==> src/msp_pkg.sv <==
// shared types, constants and functions of the haploid snp posterior block
`default_nettype none
package msp_pkg;

    localparam int NUM_GT     = 4;
    localparam int PROB_BITS  = 16;
    localparam int SUM_W      = 40;
    localparam int MAG_W      = 21;
    localparam int MANT_W     = 31;
    localparam int W_W        = 31;
    localparam int TOT_W      = 33;
    localparam int Y_W        = 22;
    localparam int NUM_W      = W_W + 16;
    localparam int REM_W      = TOT_W + 1;
    localparam int POST_W     = 17;
    localparam int SQ_STEPS   = 16;
    localparam int DIV_STEPS  = NUM_W;
    localparam int CNT_W      = 6;

    localparam logic [31:0]      LN2_Q32   = 32'd2977044472;
    localparam logic [MAG_W-1:0] LN_THIRD  = MAG_W'(72000);
    localparam logic [30:0]      LOG2E_Q30 = 31'd1549082005;
    localparam logic [40:0]      EXP_CUT   = 41'd2097152;
    localparam logic [15:0]      THETA_RST = 16'd66;
    localparam logic [W_W-1:0]   ONE_Q30   = W_W'(1 << 30);

    typedef logic [15:0][29:0] pow_tab_t;

    typedef enum logic [1:0] {
        LN_HIT  = 2'd0,
        LN_MISS = 2'd1,
        LN_PREF = 2'd2,
        LN_PALT = 2'd3
    } ln_sel_t;

    typedef enum logic [15:0] {
        ST_IDLE     = 16'h0001,
        ST_LN_HIT   = 16'h0002,
        ST_LN_MISS  = 16'h0004,
        ST_ACC      = 16'h0008,
        ST_DEC      = 16'h0010,
        ST_PR_REF   = 16'h0020,
        ST_PR_ALT   = 16'h0040,
        ST_SCORE    = 16'h0080,
        ST_SORT     = 16'h0100,
        ST_WT_INIT  = 16'h0200,
        ST_WT_STEP  = 16'h0400,
        ST_WT_FIN   = 16'h0800,
        ST_DIV_INIT = 16'h1000,
        ST_DIV_STEP = 16'h2000,
        ST_DIV_FIN  = 16'h4000,
        ST_EMIT     = 16'h8000
    } state_t;

    typedef struct packed {
        logic    load;
        logic    ln_start;
        ln_sel_t ln_sel;
        logic    acc;
        logic    score;
        logic    sort;
        logic    wt_init;
        logic    wt_step;
        logic    wt_fin;
        logic    div_init;
        logic    div_step;
        logic    div_fin;
        logic    emit;
        logic [1:0] gt;
        logic [3:0] idx;
    } msp_cmd_t;

    typedef struct packed {
        logic ln_done;
        logic has_call;
        logic last;
        logic skip;
    } msp_stat_t;

    function automatic logic [3:0] msb_idx(input logic [15:0] x);
        logic [3:0] k;
        k = 4'd0;
        for (int i = 0; i < 16; i++) begin
            if (x[i]) k = 4'(i);
        end
        return k;
    endfunction

    function automatic logic signed [SUM_W-1:0] sat_sub(input logic signed [SUM_W-1:0] s,
                                                         input logic [MAG_W-1:0] mag);
        logic [SUM_W:0] diff;
        diff = {s[SUM_W-1], s} - {{(SUM_W+1-MAG_W){1'b0}}, mag};
        if (diff[SUM_W] != diff[SUM_W-1]) return {1'b1, {(SUM_W-1){1'b0}}};
        return diff[SUM_W-1:0];
    endfunction

    function automatic logic [63:0] isqrt64(input logic [63:0] n);
        logic [63:0] r;
        logic [63:0] b;
        logic [63:0] v;
        r = 64'd0;
        v = n;
        b = 64'h4000_0000_0000_0000;
        for (int i = 0; i < 32; i++) begin
            if (v >= r + b) begin
                v = v - (r + b);
                r = (r >> 1) + b;
            end else begin
                r = r >> 1;
            end
            b = b >> 2;
        end
        return r;
    endfunction

    // q0.30 constants 2^-(2^-(i+1))
    function automatic pow_tab_t build_pow();
        pow_tab_t t;
        logic [63:0] p;
        p = isqrt64(64'd1 << 59);
        t[0] = p[29:0];
        for (int i = 1; i < 16; i++) begin
            p = isqrt64(p << 30);
            t[i] = p[29:0];
        end
        return t;
    endfunction

    localparam pow_tab_t POW_TAB = build_pow();

endpackage
`default_nettype wire

==> src/msp_ctrl.sv <==
// sequencing state machine of the posterior block
`default_nettype none
module msp_ctrl
    import msp_pkg::*;
(
    input  wire logic      clk,
    input  wire logic      rst_n,
    input  wire logic      start,
    input  wire msp_stat_t stat,
    output logic           busy,
    output msp_cmd_t       cmd
);

    state_t            state_reg, state_next;
    logic [CNT_W-1:0]  cnt_reg, cnt_next;
    logic [1:0]        gt_reg, gt_next;

    always_comb
    begin
        state_next = state_reg;
        cnt_next   = cnt_reg;
        gt_next    = gt_reg;
        cmd        = '0;
        cmd.gt     = gt_reg;
        cmd.idx    = cnt_reg[3:0];
        case (state_reg)
            ST_IDLE:
            begin
                if (start) begin
                    cmd.load   = 1'b1;
                    cnt_next   = '0;
                    state_next = ST_LN_HIT;
                end
            end
            ST_LN_HIT, ST_LN_MISS, ST_PR_REF, ST_PR_ALT:
            begin
                case (state_reg)
                    ST_LN_HIT:  cmd.ln_sel = LN_HIT;
                    ST_LN_MISS: cmd.ln_sel = LN_MISS;
                    ST_PR_REF:  cmd.ln_sel = LN_PREF;
                    default:    cmd.ln_sel = LN_PALT;
                endcase
                if (state_reg == ST_LN_HIT && !stat.has_call) begin
                    state_next = ST_ACC;
                end else if (cnt_reg == '0) begin
                    cmd.ln_start = 1'b1;
                    cnt_next     = CNT_W'(1);
                end else if (stat.ln_done) begin
                    cnt_next = '0;
                    case (state_reg)
                        ST_LN_HIT:  state_next = ST_LN_MISS;
                        ST_LN_MISS: state_next = ST_ACC;
                        ST_PR_REF:  state_next = ST_PR_ALT;
                        default:    state_next = ST_SCORE;
                    endcase
                end
            end
            ST_ACC:
            begin
                cmd.acc    = 1'b1;
                state_next = stat.last ? ST_DEC : ST_IDLE;
            end
            ST_DEC:
            begin
                state_next = stat.skip ? ST_EMIT : ST_PR_REF;
            end
            ST_SCORE:
            begin
                cmd.score  = 1'b1;
                cnt_next   = CNT_W'(1);
                state_next = ST_SORT;
            end
            ST_SORT:
            begin
                cmd.sort = 1'b1;
                cmd.gt   = cnt_reg[1:0];
                if (cnt_reg == CNT_W'(NUM_GT - 1)) begin
                    cnt_next   = '0;
                    gt_next    = '0;
                    state_next = ST_WT_INIT;
                end else begin
                    cnt_next = cnt_reg + CNT_W'(1);
                end
            end
            ST_WT_INIT:
            begin
                cmd.wt_init = 1'b1;
                cnt_next    = '0;
                state_next  = ST_WT_STEP;
            end
            ST_WT_STEP:
            begin
                cmd.wt_step = 1'b1;
                if (cnt_reg == CNT_W'(SQ_STEPS - 1)) begin
                    state_next = ST_WT_FIN;
                end else begin
                    cnt_next = cnt_reg + CNT_W'(1);
                end
            end
            ST_WT_FIN:
            begin
                cmd.wt_fin = 1'b1;
                if (gt_reg == 2'(NUM_GT - 1)) begin
                    gt_next    = '0;
                    state_next = ST_DIV_INIT;
                end else begin
                    gt_next    = gt_reg + 2'd1;
                    state_next = ST_WT_INIT;
                end
            end
            ST_DIV_INIT:
            begin
                cmd.div_init = 1'b1;
                cnt_next     = '0;
                state_next   = ST_DIV_STEP;
            end
            ST_DIV_STEP:
            begin
                cmd.div_step = 1'b1;
                if (cnt_reg == CNT_W'(DIV_STEPS - 1)) begin
                    state_next = ST_DIV_FIN;
                end else begin
                    cnt_next = cnt_reg + CNT_W'(1);
                end
            end
            ST_DIV_FIN:
            begin
                cmd.div_fin = 1'b1;
                if (gt_reg == 2'(NUM_GT - 1)) begin
                    state_next = ST_EMIT;
                end else begin
                    gt_next    = gt_reg + 2'd1;
                    state_next = ST_DIV_INIT;
                end
            end
            ST_EMIT:
            begin
                cmd.emit   = 1'b1;
                state_next = ST_IDLE;
            end
            default:
            begin
                state_next = ST_IDLE;
            end
        endcase
    end

    always_ff @(posedge clk or negedge rst_n)
    begin
        if (!rst_n) begin
            state_reg <= ST_IDLE;
            cnt_reg   <= '0;
            gt_reg    <= '0;
        end else begin
            state_reg <= state_next;
            cnt_reg   <= cnt_next;
            gt_reg    <= gt_next;
        end
    end

    assign busy = (state_reg != ST_IDLE);

`ifndef ASSERT_OFF
    a_load_busy: assert property (@(posedge clk) disable iff (!rst_n)
        cmd.load |=> busy)
        else $error("accepted beat did not make the block busy");
    a_ln_done_state: assert property (@(posedge clk) disable iff (!rst_n)
        stat.ln_done |-> (state_reg == ST_LN_HIT || state_reg == ST_LN_MISS ||
                          state_reg == ST_PR_REF || state_reg == ST_PR_ALT))
        else $error("log unit finished outside a log step");
`endif

endmodule
`default_nettype wire

==> config.mk <==
export PLATFORM = sky130hd
export DESIGN_NAME = msp_ctrl
export DESIGN_NICKNAME = d
export VERILOG_FILES = /design/src/msp_pkg.sv /design/src/msp_ctrl.sv
export SDC_FILE = /design/constraint.sdc
export NUM_CORES = 1
export LEC_CHECK = 0
export BUFFER_PORTS_ARGS = -buffer_cell sky130_fd_sc_hd__buf_2
export CAP_MARGIN = 0
export CORE_ASPECT_RATIO = 1.5
export CORE_MARGIN = 4
export CORE_UTILIZATION = 50
export CTS_CLUSTER_DIAMETER = 150
export DETAILED_ROUTE_END_ITERATION = 10
export GPL_TIMING_DRIVEN = 1
export PLACE_DENSITY = 0.7
export SETUP_SLACK_MARGIN = 0.2
export SLEW_MARGIN = 0
export SYNTH_ARGS = -nofsm -noshare
export SYNTH_HDL_FRONTEND = slang
export SYNTH_SLANG_ARGS = --single-unit
==> constraint.sdc <==
create_clock -name clk -period 6.1 [get_ports clk]
set_clock_uncertainty 0.2 [all_clocks]
set_input_delay 1.525 -clock clk [delete_from_list [all_inputs] [get_ports clk]]
set_output_delay 1.525 -clock clk [all_outputs]
set_load 0.05 [all_outputs]
## Word level (Yosys, flattened, before mapping)

Index checks and enable logic that the tools add are counted.

- Output and inout bits: 21
- Bits of input ports: 7
- Register bits: 24
- Word-level logic and storage cells: 89

- $add $sub $neg: 2
- Reductions and logical operators: 10
- Equality and inequality tests: 32
- Muxes and demuxes: 42

Operators by type and width:

| kind | number |
|---|---|
| one-hot mux 16 bit (12 select lines) | 1 |
| two-way mux 16 bit | 9 |
| two-way mux 6 bit | 7 |
| one-hot mux 6 bit (7 select lines) | 1 |
| one-hot mux 8 bit (3 select lines) | 1 |
| == test 16 x 1 -> 1 bit (second input constant) | 1 |
| == test 16 x 10 -> 1 bit (second input constant) | 1 |
| == test 16 x 11 -> 1 bit (second input constant) | 1 |
| == test 16 x 12 -> 1 bit (second input constant) | 1 |
| == test 16 x 13 -> 1 bit (second input constant) | 1 |
| == test 16 x 14 -> 1 bit (second input constant) | 1 |
| == test 16 x 15 -> 1 bit (second input constant) | 1 |
| == test 16 bit (second input constant) | 1 |
| == test 16 x 2 -> 1 bit (second input constant) | 1 |
| == test 16 x 3 -> 1 bit (second input constant) | 1 |
| == test 16 x 4 -> 1 bit (second input constant) | 1 |
| == test 16 x 5 -> 1 bit (second input constant) | 1 |
| == test 16 x 6 -> 1 bit (second input constant) | 1 |
| == test 16 x 7 -> 1 bit (second input constant) | 1 |
| == test 16 x 8 -> 1 bit (second input constant) | 1 |
| == test 16 x 9 -> 1 bit (second input constant) | 1 |
| != test 16 x 1 -> 1 bit (second input constant) | 1 |
| != test 2 bit (second input constant) | 8 |
| two-way mux 1 bit | 14 |
| other kinds (21) | 28 |

## Longest topological paths before layout

- Depth after elaboration: 6
- Depth in mapped cells: 8

## Worst setup path before layout

No wires, ideal clock.

- Path kind: register to output
- Start point: register state_reg[6]
- End point: output cmd[6] (netlist name)
- Buffers on the path: 2
- Cell stages (with the launch flop): 7
- Data arrival time: 3.000 ns
- Required time: 4.375 ns
- Path slack: 1.375 ns
- Cell sequence: dfrtp_1 -> buf_6 -> or4_4 -> buf_6 -> nor2_1 -> nand2_1 -> nor4b_1

RTL lines:

| what | RTL line | source |
|---|---|---|
| from (decl) | msp_ctrl.sv:14 | `state_t state_reg, state_next;` |
| from (signal assigned) | msp_ctrl.sv:155 | `state_reg <= state_next;` |
| to (decl) | msp_ctrl.sv:11 | `output msp_cmd_t cmd` |

==> impl_metrics.yaml <==
synth:
  synth_top_flop_cell: "dfrtp_1"
  synth_seq_cells: 24
  async_reset_ff_share_pct: 100.0
  synthesis.nets: 214
  yosysSeqAreaShare_pct: 34.33
  syn-cell-area_sq_mm: 0.001753
  synth_cell_types: 48
  syn_inst: 203
  synth_edf_count: 0
  syn_avg_cell_area_sq_um: 8.635
  yosysWarnings: 0
setup_path:
  worst_ep_required_time_ns: 4.38
  cp.depth: 6
  end_kind: "output port"
  worst_path_most_repeated_cell: "or4_4"
  crit_start: "state_reg[6]"
  r2r_slack_ns: 3.05
  cp_slowest_cell: "or4_4"
  crit_chain: "or4_4 -> or4_4 -> a21oi_4 -> nand2_1 -> a21oi_1 -> buf_2"
  worst-path-buf-inv: 1
  critical_path_class: "flip-flop to output port"
  max_stage_delay_ns: 0.61
  cpLargestDelayFamily: "simple AND/OR/NAND/NOR gates"
  worstReg2RegStart: "state_reg[1]"
  start_kind: "flip-flop"
  r2r_cells: 6
  crit_fanout: 8
  r2r-end: "cnt_reg[5]"
  endpoint: "cmd[18]"
  worst_ep_arrival_time_ns: 2.59
drt:
  ant_nets: 0
  wl_per_cell_microns: 17.02
  viasPerCell: 6.352
  num_vias: 1677
  drt_wl_total_microns: 4492
  drtPass1Iterations: 4
  drc: 0
  drt_iter0_drc: 47
clocking:
  h-tree-depth: 1
  cts_setup_buffers: 0
  path_clk_slew_ns: 0.09
  insertion_delay_ns: 0.27
  cts_tree: "done"
  root_buffer: "clkbuf_8"
  clock_path_buffers: 2
  cts_resized: 0
  cts_sinks: 24
  cts_buffers: 3
  ctsHoldBuffers: 0
die:
  die_width_microns: 56.35
  initial_utilization_pct: 51.81
  rows: 26
  fp.coreArea_sq_mm: 0.003383
  die_area_sq_mm: 0.004537
  ios: 28
  die_y_microns: 80.52
pwr:
  peakVddDrop_mv: 0.1766
  total_power_uw: 564.2
  p_per_area_mw_per_mm2: 295.3
  leakage_uw: 0.0009413
final_layout:
  layout.nets: 234
  area_growth_pct: 8.993
  regArea_sq_um: 601.8
  fillers: 333
  drive_gt1_share_pct: 21.62
  multi_input_area_sq_mm: 0.001057
  largest_register_ffs: 16
  n_antenna_cell: 0
  final_util_pct: 56.47
timing:
  drv_slew: 0
  setup_viol_count_final: 0
  holdWs_ns: 0.3317
  maxClockFrequency_mhz: 231.6
  finalHoldViolCount: 0
  worst_pin_slew_ns: 0.6843
  fin_crit_sh_pct: 70.78
  fin_crit_ns: 4.317
  grt_setup_unrepaired: "no"
  slew_headroom_pct: 53.96
  setup_ws_ns: 1.783
  finalSetupTns_ns: 0
grt:
  grt_start_max_net_pins: 25
  first_global_vias: 1646
  grt_pass1_wl_microns: 7803
  busiest_layer: "met2"
  grt_overflow_total: 0
  gr-usage-met3_pct: 2.572
  grt_usage_pct: 21.74
  use_met1_pct: 25.75
  grtUsageMet2_pct: 37.94
  antenna_found_initial: 0
place:
  gp_congestion: 0.9041
  port_buffers: 27
  post-place-ws_ns: 2.002
  dp_hpwl_microns: 3497
run:
  drv_cap: 0
hold_path:
  hold_class: "flip-flop to flip-flop"
  whs_path_depth: 2
status:
  status: "finished clean"
[routing by layer]
layer	routed length (microns)	part of all wire, %
met1	1836	41
met2	2306	51
met3	166	3.7
met4	182	4.1
met5	0	0
[worst min-delay path, stage by stage (launching register included)]
cell,delay [ns]
dfrtp_1,0.39
nand2_1,0.06
nand2_1,0.05
[worst min path at each step]
stage	start	to	slack, ns
global route	gt_reg[1]	gt_reg[1]	0.37
CTS	gt_reg[1]	gt_reg[1]	0.33
finish	gt_reg[1]	gt_reg[1]	0.33
global placement	gt_reg[1]	gt_reg[1]	0.31
detailed placement	gt_reg[1]	gt_reg[1]	0.31
floorplan	gt_reg[1]	gt_reg[1]	0.26
[layout by cell type, fill, tap and decap left out, types with 6 or more instances in the layout]
| master | count |
|---|---|
| nor4_1 | 14 |
| nand2_1 | 23 |
| dfrtp_1 | 23 |
| o21ai_0 | 12 |
| nor3_1 | 8 |
| buf_2 | 27 |
| nor2_1 | 17 |
| nand2b_1 | 6 |
| nand3_1 | 7 |
[where the power goes]
group          total, uW  switching, uW  internal [uW]
Clock                100           53.4           46.8
Sequential           201           28.4            173
Combinational        263            166           96.7
Total                564            248            316
[per-stage QoR]
stage               std cells  area, sq um
floorplan                 203         1753
global placement          260         1866
detailed placement        260         1866
CTS                       264         1911
global route              264         1911
finish                    264         1911
[layout make-up]
class | instances | share of cell area, %
Sequential cell | 24 | 31.50
Timing Repair Buffer | 27 | 7.073
Tap cell | 42 | 2.750
Multi-Input combinational cell | 162 | 55.34
Clock buffer | 4 | 2.358
Inverter | 5 | 0.9823
[kinds of logic (layout without fill, tap and decap cells)]
kind of cell	after synthesis	count (layout)	share of synthesized area, %
compound gates	33	33	13.28
xor+xnor	5	5	2.498
fa+ha+maj	4	4	2.855
buf+inv	17	36	5.353
flops	24	24	34.33
mux	6	6	3.711
simple gates	114	114	37.97
[cell usage after synthesis (3+ instances only)]
cell,n,share of area (%)
clkbuf_1,6,1.3
nor4_1,14,5.0
nand2b_1,6,2.1
inv_1,5,1.1
xor2_1,4,2.0
a21oi_1,3,0.86
nand3_1,7,2.0
nor4b_1,3,1.5
or4b_2,4,2.3
and2_1,5,1.8
or4_1,4,1.7
nand4b_1,4,2.0
ha_1,4,2.9
o21ai_0,12,3.4
or3b_2,3,1.5
dfrtp_1,23,33
nor3_1,8,2.3
and3_1,3,1.1
mux2_2,4,2.6
nand4_1,3,1.1
nor2_1,17,3.6
a22oi_1,3,1.3
buf_4,4,1.7
nand2_1,23,4.9
(Power assumes the default switching activity.)
